**src/sv/ustc_pkg.sv**
```systemverilog
// Shared constants, types and the month start lookup for the Unix time to calendar pipeline.
package ustc_pkg;

    localparam int STAGES = 10;

    localparam int DAYS_W = 16;
    localparam int SOD_W  = 17;
    localparam int SOH_W  = 12;
    localparam int QX_W   = 19;
    localparam int JD_W   = 22;
    localparam int YX_W   = 26;
    localparam int YR_W   = 13;
    localparam int DOY_W  = 9;
    localparam int D4_W   = 17;
    localparam int WQ_W   = 13;

    localparam logic [31:0]      SECS_PER_DAY  = 32'd86400;
    localparam logic [SOD_W-1:0] SECS_PER_HOUR = 17'd3600;
    localparam logic [SOH_W-1:0] SECS_PER_MIN  = 12'd60;

    localparam logic [15:0] DAY_RECIP  = 16'((64'd1 << 32) / 64'd86400);
    localparam logic [5:0]  HOUR_RECIP = 6'((64'd1 << SOD_W) / 64'd3600);
    localparam logic [6:0]  MIN_RECIP  = 7'((64'd1 << SOH_W) / 64'd60);
    localparam logic [14:0] WEEK_RECIP = 15'((64'd1 << D4_W) / 64'd7);
    localparam logic [13:0] YEAR_RECIP = 14'((64'd1 << YX_W) / 64'd7305);
    localparam logic [14:0] MON_RECIP  = 15'(((64'd1 << QX_W) / 64'd30601) * 64'd1000);

    localparam logic [QX_W-1:0] CENT_BIAS  = 19'd102032;
    localparam logic [QX_W-1:0] CENT_DAYS  = 19'd146097;
    localparam logic [4:0]      ALPHA_BASE = 5'd15;
    localparam logic [JD_W-1:0] JD_BIAS    = 22'd2442113;
    localparam logic [YX_W-1:0] YX_SCALE   = 26'd20;
    localparam logic [YX_W-1:0] YX_BIAS    = 26'd2442;
    localparam logic [YX_W-1:0] YEAR_SPAN  = 26'd7305;
    localparam logic [JD_W-1:0] DAYS_YEAR  = 22'd365;
    localparam logic [QX_W-1:0] MON_SCALE  = 19'd1000;
    localparam logic [QX_W-1:0] MON_SPAN   = 19'd30601;
    localparam logic [3:0]      MONTH_WRAP = 4'd13;
    localparam logic [YR_W-1:0] YEAR_OFS_A = 13'd4716;
    localparam logic [YR_W-1:0] YEAR_OFS_B = 13'd4715;
    localparam logic [D4_W-1:0] EPOCH_WDAY = 17'd4;
    localparam logic [D4_W-1:0] WEEK_DAYS  = 17'd7;

    typedef struct packed {
        logic [5:0] sec;
        logic [5:0] min;
        logic [4:0] hour;
    } hms_t;

    typedef struct packed {
        logic [4:0]  dom;
        logic [3:0]  mon;
        logic [11:0] year;
        logic [2:0]  wday;
    } date_t;

    // Day count at which each shifted month starts, floor(30.601 * month).
    function automatic logic [DOY_W-1:0] month_base(input logic [3:0] mon);
        logic [DOY_W-1:0] base;
        unique case (mon)
            4'd0:    base = 9'd0;
            4'd1:    base = 9'd30;
            4'd2:    base = 9'd61;
            4'd3:    base = 9'd91;
            4'd4:    base = 9'd122;
            4'd5:    base = 9'd153;
            4'd6:    base = 9'd183;
            4'd7:    base = 9'd214;
            4'd8:    base = 9'd244;
            4'd9:    base = 9'd275;
            4'd10:   base = 9'd306;
            4'd11:   base = 9'd336;
            4'd12:   base = 9'd367;
            4'd13:   base = 9'd397;
            4'd14:   base = 9'd428;
            default: base = 9'd459;
        endcase
        return base;
    endfunction

endpackage

```
**src/sv/ustc_tod.sv**
```systemverilog
// Splits the timestamp into a day count and the time of day, then aligns it with the date path.
module ustc_tod
    import ustc_pkg::*;
(
    input  logic                clk,
    input  logic [STAGES-1:0]   en,
    input  logic [31:0]         unix_seconds,
    output logic [DAYS_W-1:0]   days,
    output hms_t                hms
);

    localparam int DELAY = STAGES - 6;

    logic [31:0]       t1_reg;
    logic [DAYS_W-1:0] dq_reg, dq_next;
    logic [47:0]       prod1;

    logic [DAYS_W-1:0] days_reg, days_next;
    logic [SOD_W-1:0]  sod_reg, sod_next;
    logic [31:0]       prod2, r2;

    logic [SOD_W-1:0]  sod3_reg;
    logic [4:0]        hq_reg, hq_next;
    logic [22:0]       prod3;

    logic [4:0]        hour4_reg, hour4_next;
    logic [SOH_W-1:0]  soh_reg, soh_next;
    logic [SOD_W-1:0]  r4;

    logic [4:0]        hour5_reg;
    logic [SOH_W-1:0]  soh5_reg;
    logic [5:0]        mq_reg, mq_next;
    logic [18:0]       prod5;

    hms_t              hms6_reg, hms6_next;
    logic [SOH_W-1:0]  r6;

    hms_t              hms_pipe_reg [DELAY];

    always_comb
    begin
        prod1   = 48'(unix_seconds) * 48'(DAY_RECIP);
        dq_next = prod1[47:32];
    end

    always_comb
    begin
        prod2 = 32'(dq_reg) * SECS_PER_DAY;
        r2    = t1_reg - prod2;
        if (r2 >= SECS_PER_DAY)
        begin
            days_next = dq_reg + 16'd1;
            sod_next  = SOD_W'(r2 - SECS_PER_DAY);
        end
        else
        begin
            days_next = dq_reg;
            sod_next  = SOD_W'(r2);
        end
    end

    always_comb
    begin
        prod3   = 23'(sod_reg) * 23'(HOUR_RECIP);
        hq_next = 5'(prod3[22:SOD_W]);
    end

    always_comb
    begin
        r4 = sod3_reg - SOD_W'(hq_reg) * SECS_PER_HOUR;
        if (r4 >= SECS_PER_HOUR)
        begin
            hour4_next = hq_reg + 5'd1;
            soh_next   = SOH_W'(r4 - SECS_PER_HOUR);
        end
        else
        begin
            hour4_next = hq_reg;
            soh_next   = SOH_W'(r4);
        end
    end

    always_comb
    begin
        prod5   = 19'(soh_reg) * 19'(MIN_RECIP);
        mq_next = 6'(prod5[18:SOH_W]);
    end

    always_comb
    begin
        r6             = soh5_reg - SOH_W'(mq_reg) * SECS_PER_MIN;
        hms6_next.hour = hour5_reg;
        if (r6 >= SECS_PER_MIN)
        begin
            hms6_next.min = mq_reg + 6'd1;
            hms6_next.sec = 6'(r6 - SECS_PER_MIN);
        end
        else
        begin
            hms6_next.min = mq_reg;
            hms6_next.sec = 6'(r6);
        end
    end

    always_ff @(posedge clk)
    begin
        if (en[0])
        begin
            t1_reg <= unix_seconds;
            dq_reg <= dq_next;
        end
        if (en[1])
        begin
            days_reg <= days_next;
            sod_reg  <= sod_next;
        end
        if (en[2])
        begin
            sod3_reg <= sod_reg;
            hq_reg   <= hq_next;
        end
        if (en[3])
        begin
            hour4_reg <= hour4_next;
            soh_reg   <= soh_next;
        end
        if (en[4])
        begin
            hour5_reg <= hour4_reg;
            soh5_reg  <= soh_reg;
            mq_reg    <= mq_next;
        end
        if (en[5])
        begin
            hms6_reg <= hms6_next;
        end
        if (en[6])
        begin
            hms_pipe_reg[0] <= hms6_reg;
        end
        for (int i = 1; i < DELAY; i++)
        begin
            if (en[6 + i])
            begin
                hms_pipe_reg[i] <= hms_pipe_reg[i - 1];
            end
        end
    end

    assign days = days_reg;
    assign hms  = hms_pipe_reg[DELAY - 1];

endmodule

```
**src/sv/ustc_date.sv**
```systemverilog
// Converts the day count into Gregorian year, month, day and weekday over pipeline stages.
module ustc_date
    import ustc_pkg::*;
(
    input  logic                clk,
    input  logic [STAGES-1:0]   en,
    input  logic [DAYS_W-1:0]   days,
    output date_t               date
);

    localparam int WD_DELAY = STAGES - 4;

    logic [QX_W-1:0]  x3;
    logic [1:0]       cent;
    logic [4:0]       alpha, adj;
    logic [JD_W-1:0]  b3_reg, b3_next;
    logic [D4_W-1:0]  d4_reg, d4_next;
    logic [31:0]      prodw;
    logic [WQ_W-1:0]  wq_reg, wq_next;

    logic [YX_W-1:0]  x4, x4_reg;
    logic [39:0]      yprod;
    logic [YR_W-1:0]  yq_reg, yq_next;
    logic [JD_W-1:0]  b4_reg;
    logic [D4_W-1:0]  rw;
    logic [2:0]       wd_next;
    logic [2:0]       wd_pipe_reg [WD_DELAY];

    logic [YX_W-1:0]  r5;
    logic [YR_W-1:0]  yr5_reg, yr5_next;
    logic [JD_W-1:0]  b5_reg;

    logic [DOY_W-1:0] doy6_reg, doy6_next;
    logic [YR_W-1:0]  yr6_reg;

    logic [23:0]      mp;
    logic [3:0]       mq7_reg, mq7_next;
    logic [DOY_W-1:0] doy7_reg;
    logic [YR_W-1:0]  yr7_reg;

    logic [QX_W-1:0]  r8;
    logic [3:0]       mo8_reg, mo8_next;
    logic [DOY_W-1:0] doy8_reg;
    logic [YR_W-1:0]  yr8_reg;

    logic [4:0]       dom9_reg, dom9_next;
    logic [3:0]       mo9_reg;
    logic [YR_W-1:0]  yr9_reg;

    date_t            date_reg, date_next;

    always_comb
    begin
        x3 = QX_W'({days, 2'b00}) + CENT_BIAS;
        if (x3 >= (CENT_DAYS << 1))
        begin
            cent = 2'd2;
        end
        else if (x3 >= CENT_DAYS)
        begin
            cent = 2'd1;
        end
        else
        begin
            cent = 2'd0;
        end
        alpha   = 5'(cent) + ALPHA_BASE;
        adj     = alpha - (alpha >> 2);
        b3_next = JD_W'(days) + JD_BIAS + JD_W'(adj);
        d4_next = D4_W'(days) + EPOCH_WDAY;
        prodw   = 32'(d4_next) * 32'(WEEK_RECIP);
        wq_next = WQ_W'(prodw[31:D4_W]);
    end

    always_comb
    begin
        x4      = b3_reg * YX_SCALE - YX_BIAS;
        yprod   = 40'(x4) * 40'(YEAR_RECIP);
        yq_next = YR_W'(yprod[39:YX_W]);
        rw      = d4_reg - D4_W'(wq_reg) * WEEK_DAYS;
        if (rw >= WEEK_DAYS)
        begin
            wd_next = 3'(rw - WEEK_DAYS) + 3'd1;
        end
        else
        begin
            wd_next = 3'(rw) + 3'd1;
        end
    end

    always_comb
    begin
        r5 = x4_reg - YX_W'(yq_reg) * YEAR_SPAN;
        if (r5 >= YEAR_SPAN)
        begin
            yr5_next = yq_reg + 13'd1;
        end
        else
        begin
            yr5_next = yq_reg;
        end
    end

    always_comb
    begin
        doy6_next = DOY_W'(b5_reg - JD_W'(yr5_reg) * DAYS_YEAR - JD_W'(yr5_reg >> 2));
    end

    always_comb
    begin
        mp       = 24'(doy6_reg) * 24'(MON_RECIP);
        mq7_next = 4'(mp[23:QX_W]);
    end

    always_comb
    begin
        r8 = QX_W'(doy7_reg) * MON_SCALE - QX_W'(mq7_reg) * MON_SPAN;
        if (r8 >= MON_SPAN)
        begin
            mo8_next = mq7_reg + 4'd1;
        end
        else
        begin
            mo8_next = mq7_reg;
        end
    end

    always_comb
    begin
        dom9_next = 5'(doy8_reg - month_base(mo8_reg));
    end

    always_comb
    begin
        date_next.dom  = dom9_reg;
        date_next.wday = wd_pipe_reg[WD_DELAY - 1];
        if (mo9_reg <= MONTH_WRAP)
        begin
            date_next.year = 12'(yr9_reg - YEAR_OFS_A);
            date_next.mon  = mo9_reg - 4'd1;
        end
        else
        begin
            date_next.year = 12'(yr9_reg - YEAR_OFS_B);
            date_next.mon  = mo9_reg - MONTH_WRAP;
        end
    end

    always_ff @(posedge clk)
    begin
        if (en[2])
        begin
            b3_reg <= b3_next;
            d4_reg <= d4_next;
            wq_reg <= wq_next;
        end
        if (en[3])
        begin
            x4_reg         <= x4;
            yq_reg         <= yq_next;
            b4_reg         <= b3_reg;
            wd_pipe_reg[0] <= wd_next;
        end
        for (int i = 1; i < WD_DELAY; i++)
        begin
            if (en[3 + i])
            begin
                wd_pipe_reg[i] <= wd_pipe_reg[i - 1];
            end
        end
        if (en[4])
        begin
            yr5_reg <= yr5_next;
            b5_reg  <= b4_reg;
        end
        if (en[5])
        begin
            doy6_reg <= doy6_next;
            yr6_reg  <= yr5_reg;
        end
        if (en[6])
        begin
            mq7_reg  <= mq7_next;
            doy7_reg <= doy6_reg;
            yr7_reg  <= yr6_reg;
        end
        if (en[7])
        begin
            mo8_reg  <= mo8_next;
            doy8_reg <= doy7_reg;
            yr8_reg  <= yr7_reg;
        end
        if (en[8])
        begin
            dom9_reg <= dom9_next;
            mo9_reg  <= mo8_reg;
            yr9_reg  <= yr8_reg;
        end
        if (en[9])
        begin
            date_reg <= date_next;
        end
    end

    assign date = date_reg;

endmodule

```
**src/sv/unix_seconds_to_calendar.sv**
```systemverilog
// Top level of the Unix seconds to calendar date and time converter.
// The converter is a ten-stage pipeline that takes one request per clock cycle while the output
// is not stalled, and returns each result from its last stage.
// The depth is set by the chain of reciprocal multiply and correct steps for the day,
// hour, minute, year and month divisions, each one multiply wide followed by a register.
// Every stage carries a valid bit and loads when it is empty or when the stage after it can
// take its contents, so a stall on the result side fills empty stages before it reaches the
// request side, and no request is lost or repeated.
module unix_seconds_to_calendar
    import ustc_pkg::*;
(
    input  logic        clk,
    input  logic        rst_n,
    input  logic        request_valid,
    output logic        request_stall,
    input  logic [31:0] unix_seconds,
    output logic        result_valid,
    input  logic        result_stall,
    output logic [5:0]  second,
    output logic [5:0]  minute,
    output logic [4:0]  hour,
    output logic [4:0]  day_of_month,
    output logic [3:0]  month_number,
    output logic [11:0] year_number,
    output logic [2:0]  weekday
);

    logic [STAGES-1:0] valid_reg, valid_next;
    logic [STAGES-1:0] adv;
    logic [DAYS_W-1:0] days;
    hms_t              hms;
    date_t             date;

    always_comb
    begin
        adv[STAGES-1] = !valid_reg[STAGES-1] || !result_stall;
        for (int k = STAGES - 2; k >= 0; k--)
        begin
            adv[k] = !valid_reg[k] || adv[k + 1];
        end
    end

    always_comb
    begin
        valid_next[0] = adv[0] ? request_valid : valid_reg[0];
        for (int k = 1; k < STAGES; k++)
        begin
            valid_next[k] = adv[k] ? valid_reg[k - 1] : valid_reg[k];
        end
    end

    always_ff @(posedge clk or negedge rst_n)
    begin
        if (!rst_n)
        begin
            valid_reg <= '0;
        end
        else
        begin
            valid_reg <= valid_next;
        end
    end

    ustc_tod u_tod
    (
        .clk          (clk),
        .en           (adv),
        .unix_seconds (unix_seconds),
        .days         (days),
        .hms          (hms)
    );

    ustc_date u_date
    (
        .clk  (clk),
        .en   (adv),
        .days (days),
        .date (date)
    );

    assign request_stall = !adv[0];
    assign result_valid  = valid_reg[STAGES-1];
    assign second        = hms.sec;
    assign minute        = hms.min;
    assign hour          = hms.hour;
    assign day_of_month  = date.dom;
    assign month_number  = date.mon;
    assign year_number   = date.year;
    assign weekday       = date.wday;

endmodule

```
**config.mk**
```make
export PLATFORM = sky130hd
export DESIGN_NAME = unix_seconds_to_calendar
export DESIGN_NICKNAME = d
export VERILOG_FILES = /design/src/sv/ustc_pkg.sv /design/src/sv/ustc_tod.sv /design/src/sv/ustc_date.sv /design/src/sv/unix_seconds_to_calendar.sv
export SDC_FILE = /design/constraint.sdc
export NUM_CORES = 2
export LEC_CHECK = 0
export BUFFER_PORTS_ARGS = -buffer_cell sky130_fd_sc_hd__buf_2
export CAP_MARGIN = 20
export CORE_ASPECT_RATIO = 1.75
export CORE_UTILIZATION = 65
export DETAILED_ROUTE_END_ITERATION = 12
export GPL_TIMING_DRIVEN = 0
export PLACE_DENSITY = 0.87
export SLEW_MARGIN = 20
export SYNTH_ARGS = -nofsm -noshare
export SYNTH_HDL_FRONTEND = slang
export SYNTH_SLANG_ARGS = --single-unit
```
**constraint.sdc**
```tcl
create_clock -name clk -period 9.9 [get_ports clk]
set_clock_uncertainty 0.1 [all_clocks]
set_input_delay 0.495 -clock clk [delete_from_list [all_inputs] [get_ports clk]]
set_output_delay 0.495 -clock clk [all_outputs]
set_load 0.05 [all_outputs]
```
* After elaboration in Yosys (flattened, before gate mapping)
Memory sizes are Yosys's and may differ from the RTL's. A register that Yosys moved wholly into a read port is not among the register bits.
Cells that the tools add are included.
** Cells by class
- Add/subtract/negate cells :: 31
- Multiply operators :: 15
- Divide/modulo/power cells :: 0
- Order comparisons :: 9
- Equality and inequality tests :: 0
- Shifts and indexed selects :: 0
- Muxes and demuxes :: 26
- Bitwise logic cells :: 0
- Reduce and logical (&&, ||, !) cells :: 22
** Operators with widths (count)
- 32-bit by 15-bit multiplier with 47-bit output, second input constant :: 1
- 26-bit by 13-bit multiplier with 38-bit output, second input constant :: 1
- 32-bit by 17-bit >= comparator with 1-bit output, second input constant :: 1
- 16-bit 2-to-1 mux :: 2
- 32-bit subtractor :: 1
- 17-bit by 13-bit multiplier with 28-bit output, second input constant :: 1
- 26-bit by 13-bit >= comparator with 1-bit output, second input constant :: 1
- 13-bit by 13-bit multiplier with 26-bit output, second input constant :: 1
- 26-bit by 12-bit subtractor with 26-bit output, second input constant :: 1
- 26-bit subtractor :: 1
- 16-bit by 10-bit multiplier with 25-bit output, second input constant :: 1
- 22-bit by 3-bit multiplier with 24-bit output, second input constant :: 1
- 12-bit 2-to-1 mux :: 2
- 12-bit by 10-bit subtractor with 12-bit output, second input constant :: 2
- 16-bit by 22-bit adder with 22-bit output, second input constant :: 1
- 22-bit by 5-bit adder with 22-bit output :: 1
- 17-bit by 4-bit multiplier with 20-bit output, second input constant :: 1
- 9-bit by 12-bit multiplier with 20-bit output, second input constant :: 1
- 18-bit by 17-bit adder with 19-bit output, second input constant :: 1
- 19-bit by 15-bit >= comparator with 1-bit output, second input constant :: 1
- 19-bit by 18-bit >= comparator with 1-bit output, second input constant :: 1
- 19-bit >= comparator, second input constant :: 1
- 4-bit by 15-bit multiplier with 19-bit output, second input constant :: 1
- 19-bit subtractor :: 1
- other kinds (39) :: 76
** Storage, ports and cells
- Register bits after elaboration :: 401
- Latch bits :: 0
- RAM bits :: 86
- Bits in read-only memories :: 144
- Bits of input ports :: 36
- Output and inout port bits :: 43
- Logic and storage cells :: 152
- Memories :: 3
** Memories
- (no name shown) :: words 16, bits a word 9, rd ports 1, clocked after memory_dff 1, write ports 0, line ustc_pkg.sv:60 : unique case (mon)
- u_tod.hms_pipe_reg :: words 4, bits a word 17, rd ports 4, clocked after memory_dff 0, write ports 4, line ustc_tod.sv:38 : hms_t hms_pipe_reg [DELAY];
- u_date.wd_pipe_reg :: words 6, bits a word 3, rd ports 6, clocked after memory_dff 1, write ports 6, line ustc_date.sv:27 : logic [2:0] wd_pipe_reg [WD_DELAY];

* Depth between registers and ports, before layout
- Depth after elaboration :: 12
- Mapped depth :: 37
- Depth with buffers taken out :: 36

* By module
From an unflattened synthesis, not the netlist that was laid out.
** Second synthesis, totals
- Cells, all modules :: 4428
- Area, all modules :: 49732.7 um2
** Modules (own cells, without submodules)
- ustc_date :: instances 1, cells an instance 2577, area each 28225.8 um2, sequential area each 7457.2 um2
- ustc_tod :: instances 1, cells an instance 1812, area each 21074.0 um2, sequential area each 6846.6 um2
- unix_seconds_to_calendar :: instances 1, cells an instance 39, area each 432.9 um2, sequential area each 250.2 um2

* Worst setup path after synthesis
No wires, ideal clock.
- Kind :: register to register
- Start point :: register u_date.b3_reg[1]
- End point :: register u_date.yq_reg[12] (data pin)
- Library setup time :: 0.262 ns
- Data arrival time :: 8.284 ns
- Data required time :: 9.538 ns
- Slack :: 1.254 ns
- Cell stages (with the launch flop) :: 32
- Path buffers :: 0
- Period minus slack after synthesis :: 8.646 ns
- Cell sequence :: edfxtp_1 ha_1 ha_1 inv_1 fa_1 nor2b_1 o21ai_0 a21boi_0 nor2_1 or3b_2 a211o_1 nand2b_1 xor2_1 fa_1 fa_1 fa_1 fa_1 inv_1 fa_1 inv_1 ha_1 and3_1 and4_1 nand4_1 or3_1 o22ai_1 o311ai_0 nand3_1 nand2_1 o2111ai_1 a21oi_1 xor2_1
** On the way
- Longest elaborated chain between the ends :: 3
** RTL lines
- from (decl) :: line ustc_date.sv:16 : logic [JD_W-1:0] b3_reg, b3_next;
- from (signal assigned) :: line ustc_date.sv:153 : b3_reg <= b3_next;
- 22-bit by 3-bit multiplier with 24-bit output :: line ustc_date.sv:77 : x4 = b3_reg * YX_SCALE - YX_BIAS;
- 26-bit by 12-bit subtractor with 26-bit output :: line ustc_date.sv:77
- net u_date.x4[17] :: line ustc_date.sv:21 : logic [YX_W-1:0] x4, x4_reg;
- 26-bit by 13-bit multiplier with 38-bit output :: line ustc_date.sv:78 : yprod = 40'(x4) * 40'(YEAR_RECIP);
- net u_date.yprod[38] :: line ustc_date.sv:22 : logic [39:0] yprod;
- to (signal assigned) :: line ustc_date.sv:160 : yq_reg <= yq_next;
- to (decl) :: line ustc_date.sv:23 : logic [YR_W-1:0] yq_reg, yq_next;
The timed path passes the listed nets, and every way through them passes these cells.
A chain may end at the register's enable or synchronous reset.

* Worst setup path after layout
- Start point :: register u_date.b3_reg[2]
- End point :: register u_date.yq_reg[12] (data pin)
The elaborated chain is that of the path after synthesis.

==> out/results.md <==
- 25.6% — relative max-transition margin
- 7.94% — Syn-to-layout area delta
- fa_1 — Crit-path slowest cell
- 49900 um2 — netlist area before placement
- 0 — total inserted antenna cells
- fa_1 — cell with the most instances on the worst path
- 0.104 GHz — peak clock frequency supported by timing
- 179 mm — global-route wire length before repair
- edfxtp_1 — most frequently used flop master after synthesis
- 97.3% — final clock period utilization by the worst path
- 89.5 mm — Detail Placement HPWL
- clkbuf_16 — clock root buffer
- 0 — max-capacitance violation count
- 76100 um2 — core area
- 1.11 ns — pin slew with the least headroom to its limit
- 0.63 ns — clock latency on the worst-skew pair
- 1646 — Initial DRC Count
- 4987 — FILL cells
- 0 ns — Setup TNS
- 0 — DRC
- 5.91 — Vias/cell
- 0.944 — RePlAce Congestion
- 369 um — Chip Height
- 0 — Yosys Warn Count
- 29.4% — Global Route Usage Sum
- 86 — synth unique cells
- yes — CTS tree
- 6120 — nets
- 78 — total of buffers placed on input and output ports
- 5629 — total instance count after detailed placement
- 9.63 ns — time the final worst path needs with I/O delays and setup
- 10.15 ns — Req. time, crit path
- 0 — total gr overflow
- 949 x ha_1, 906 x inv_1, 473 x edfxtp_1 — leading cell types in the layout, fill and taps excluded
- 0 — Final Hold Violating Endpoints
- 29.1% — register area share after synthesis
- 79 — Top-Level Pins
- 65.6% — initial standard-cell utilization of the core
- 134 — row cnt
- completed — status
- 0.55 ns — maximum single-stage delay on the critical path
- 0 — Final Max Tran Viols
- 78000 um2 — area enclosed by the die boundary
- 3 — clk buf depth
- 0 — count of final setup violators
- 212 um — Die X-Extent
- 6 — TritonRoute pass-1 iters
- 473 — number of enable flip-flop cells after synthesis
- 6 — biggest fanout along the worst timing path
- 33800 — total number of vias
- 19.4 um — per-cell routed wire length
- 5731 — Non-Filler Instances
- 0 — antenna violation net count after detailed routing
- flop to flop — type of the worst setup path
- 9.88 ns — critical path data arrival time
- 0 — number of antenna violations at the first check in global routing
- ha_1 — commonest non-fill, non-tap cell in the layout
- 4511 — gate count after technology mapping
- 488 — Num Clock Sinks
- 37400 — number of global-route vias before repair
- flop — kind of capture point of the worst setup path
- 44 — TritonCTS Buffers
- 11.1 um2 — mean post-synth cell area
- input port to flop — path category of the worst min-delay check
- 50 — largest net degree at the start of global routing
- 488 — flip-flop and latch count after synthesis
- 2 — H-tree levels
- 111 mm — total routed wirelength
- 70.8% — post-layout util
- flop — kind of start point of the critical path
- 0.07 ns — Clock Pin Slew Worst Setup and Hold Paths
- 0.0275 ns — final worst hold slack
- 2.05% — fraction of registers with async set/reset
- 5.67% — fraction of final layout cells sized beyond drive strength 1
- 68 — flip-flop count of the largest register after layout
what timing repair did:
| item | 4_1_cts | 5_1_grt |
|---|---|---|
| endpoints found under the setup margin | 11 | 11 |
| buffers inserted | 3 | 17 |
| resized for setup | 14 | 17 |
| pin swaps | 2 | 5 |
| endpoints found under the hold margin | 10 | 0 |
| hold buffers | 1 | 0 |
synth_stat cells (all sizes together), types with 8 or more instances:
cell type | count | area share (%)
a211oi | 34 | 0.51
a31o | 8 | 0.14
o31ai | 14 | 0.21
fa | 459 | 18
a21oi | 183 | 1.8
and2 | 15 | 0.19
xor2 | 106 | 1.9
ha | 949 | 24
o22ai | 8 | 0.10
and3 | 20 | 0.25
a31oi | 17 | 0.21
mux2i | 23 | 0.46
nor3 | 64 | 0.64
a21o | 71 | 1.1
a211o | 9 | 0.16
o2111ai | 11 | 0.19
a2111oi | 11 | 0.21
nor2b | 35 | 0.44
o211ai | 18 | 0.27
nand4b | 10 | 0.18
clkbuf | 24 | 0.18
nand3 | 72 | 0.72
dfrtp | 10 | 0.50
nand2b | 42 | 0.53
xnor2 | 202 | 3.5
nor4 | 12 | 0.18
nand2 | 136 | 1.0
or2 | 10 | 0.13
o21a | 37 | 0.56
edfxtp | 473 | 28
nand4 | 20 | 0.25
o21ai | 134 | 1.3
inv | 907 | 6.8
o21bai | 33 | 0.50
a21boi | 21 | 0.32
mux2 | 13 | 0.31
nor2 | 177 | 1.3
or3 | 13 | 0.17
kinds of logic (layout without fill, tap and decap cells):
logic type	after synthesis	in the layout	synth area share [%]
xor+xnor	309	309	5.45
compound gates	672	672	8.80
flops	488	488	29.1
fa+ha+maj	1409	1409	42.2
simple gates	657	657	6.54
buf+inv	938	1131	7.09
mux	36	36	0.769
other cells	2	9	0.0150
critical path, delay by kind of cell (launching register included):
kind,cells,cell delay [ns]
buffers and inverters,1,0.18
adder cells (fa/ha/maj),8,3.59
AO/OA/AOI/OAI,10,2.78
AND/OR/NAND/NOR,8,1.75
flip-flops,1,0.47
XOR/XNOR,2,0.49
final timing paths:
path,startpoint,end,slack [ns],cells after the start
max in group asynchronous,rst_n,valid_reg[8],9.20,2
min,request_valid,valid_reg[0],0.03,2
max reg2reg,u_date.b3_reg[2],u_date.yq_reg[12],0.27,29
max,u_date.b3_reg[2],u_date.yq_reg[12],0.27,29
min in group asynchronous,rst_n,valid_reg[0],0.22,2
min reg2reg,u_date.yr8_reg[0],u_date.yr9_reg[0],0.31,0
cell type report:
cell class | count | area [um2] | area share [%]
plain buffers | 30 | 131 | 0.244
clock buffers | 49 | 1120 | 2.08
clock inverters | 32 | 389 | 0.722
inverters | 908 | 3410 | 6.33
multi-input cells | 3092 | 32200 | 59.8
flip-flops and latches | 488 | 14600 | 27.0
well taps | 1020 | 1280 | 2.37
repair buffers | 112 | 781 | 1.45
routing by layer:
layer  vias to the layer above  share of wire [%]  track usage (%)
met2                      1075                 55             57.3
li1                      15700                  -                -
met3                       593                3.5             3.96
met1                     16500                 31             25.4
met5                         -                  0                0
met4                         0                 10             25.8
through the flow:
| stage | cell area [um2] | setup WS, ns |
|---|---|---|
| after floorplan | 50000 | 1.25 |
| after global placement | 51600 | -0.566 |
| after detailed placement | 52000 | -0.771 |
| after CTS | 53600 | 0.0205 |
| after global routing | 53900 | -0.161 |
| final | 53900 | 0.270 |
Power is left out: the tool's default activity adds up to more than one toggle a clock period on the data nets, which glitch-free logic cannot reach.
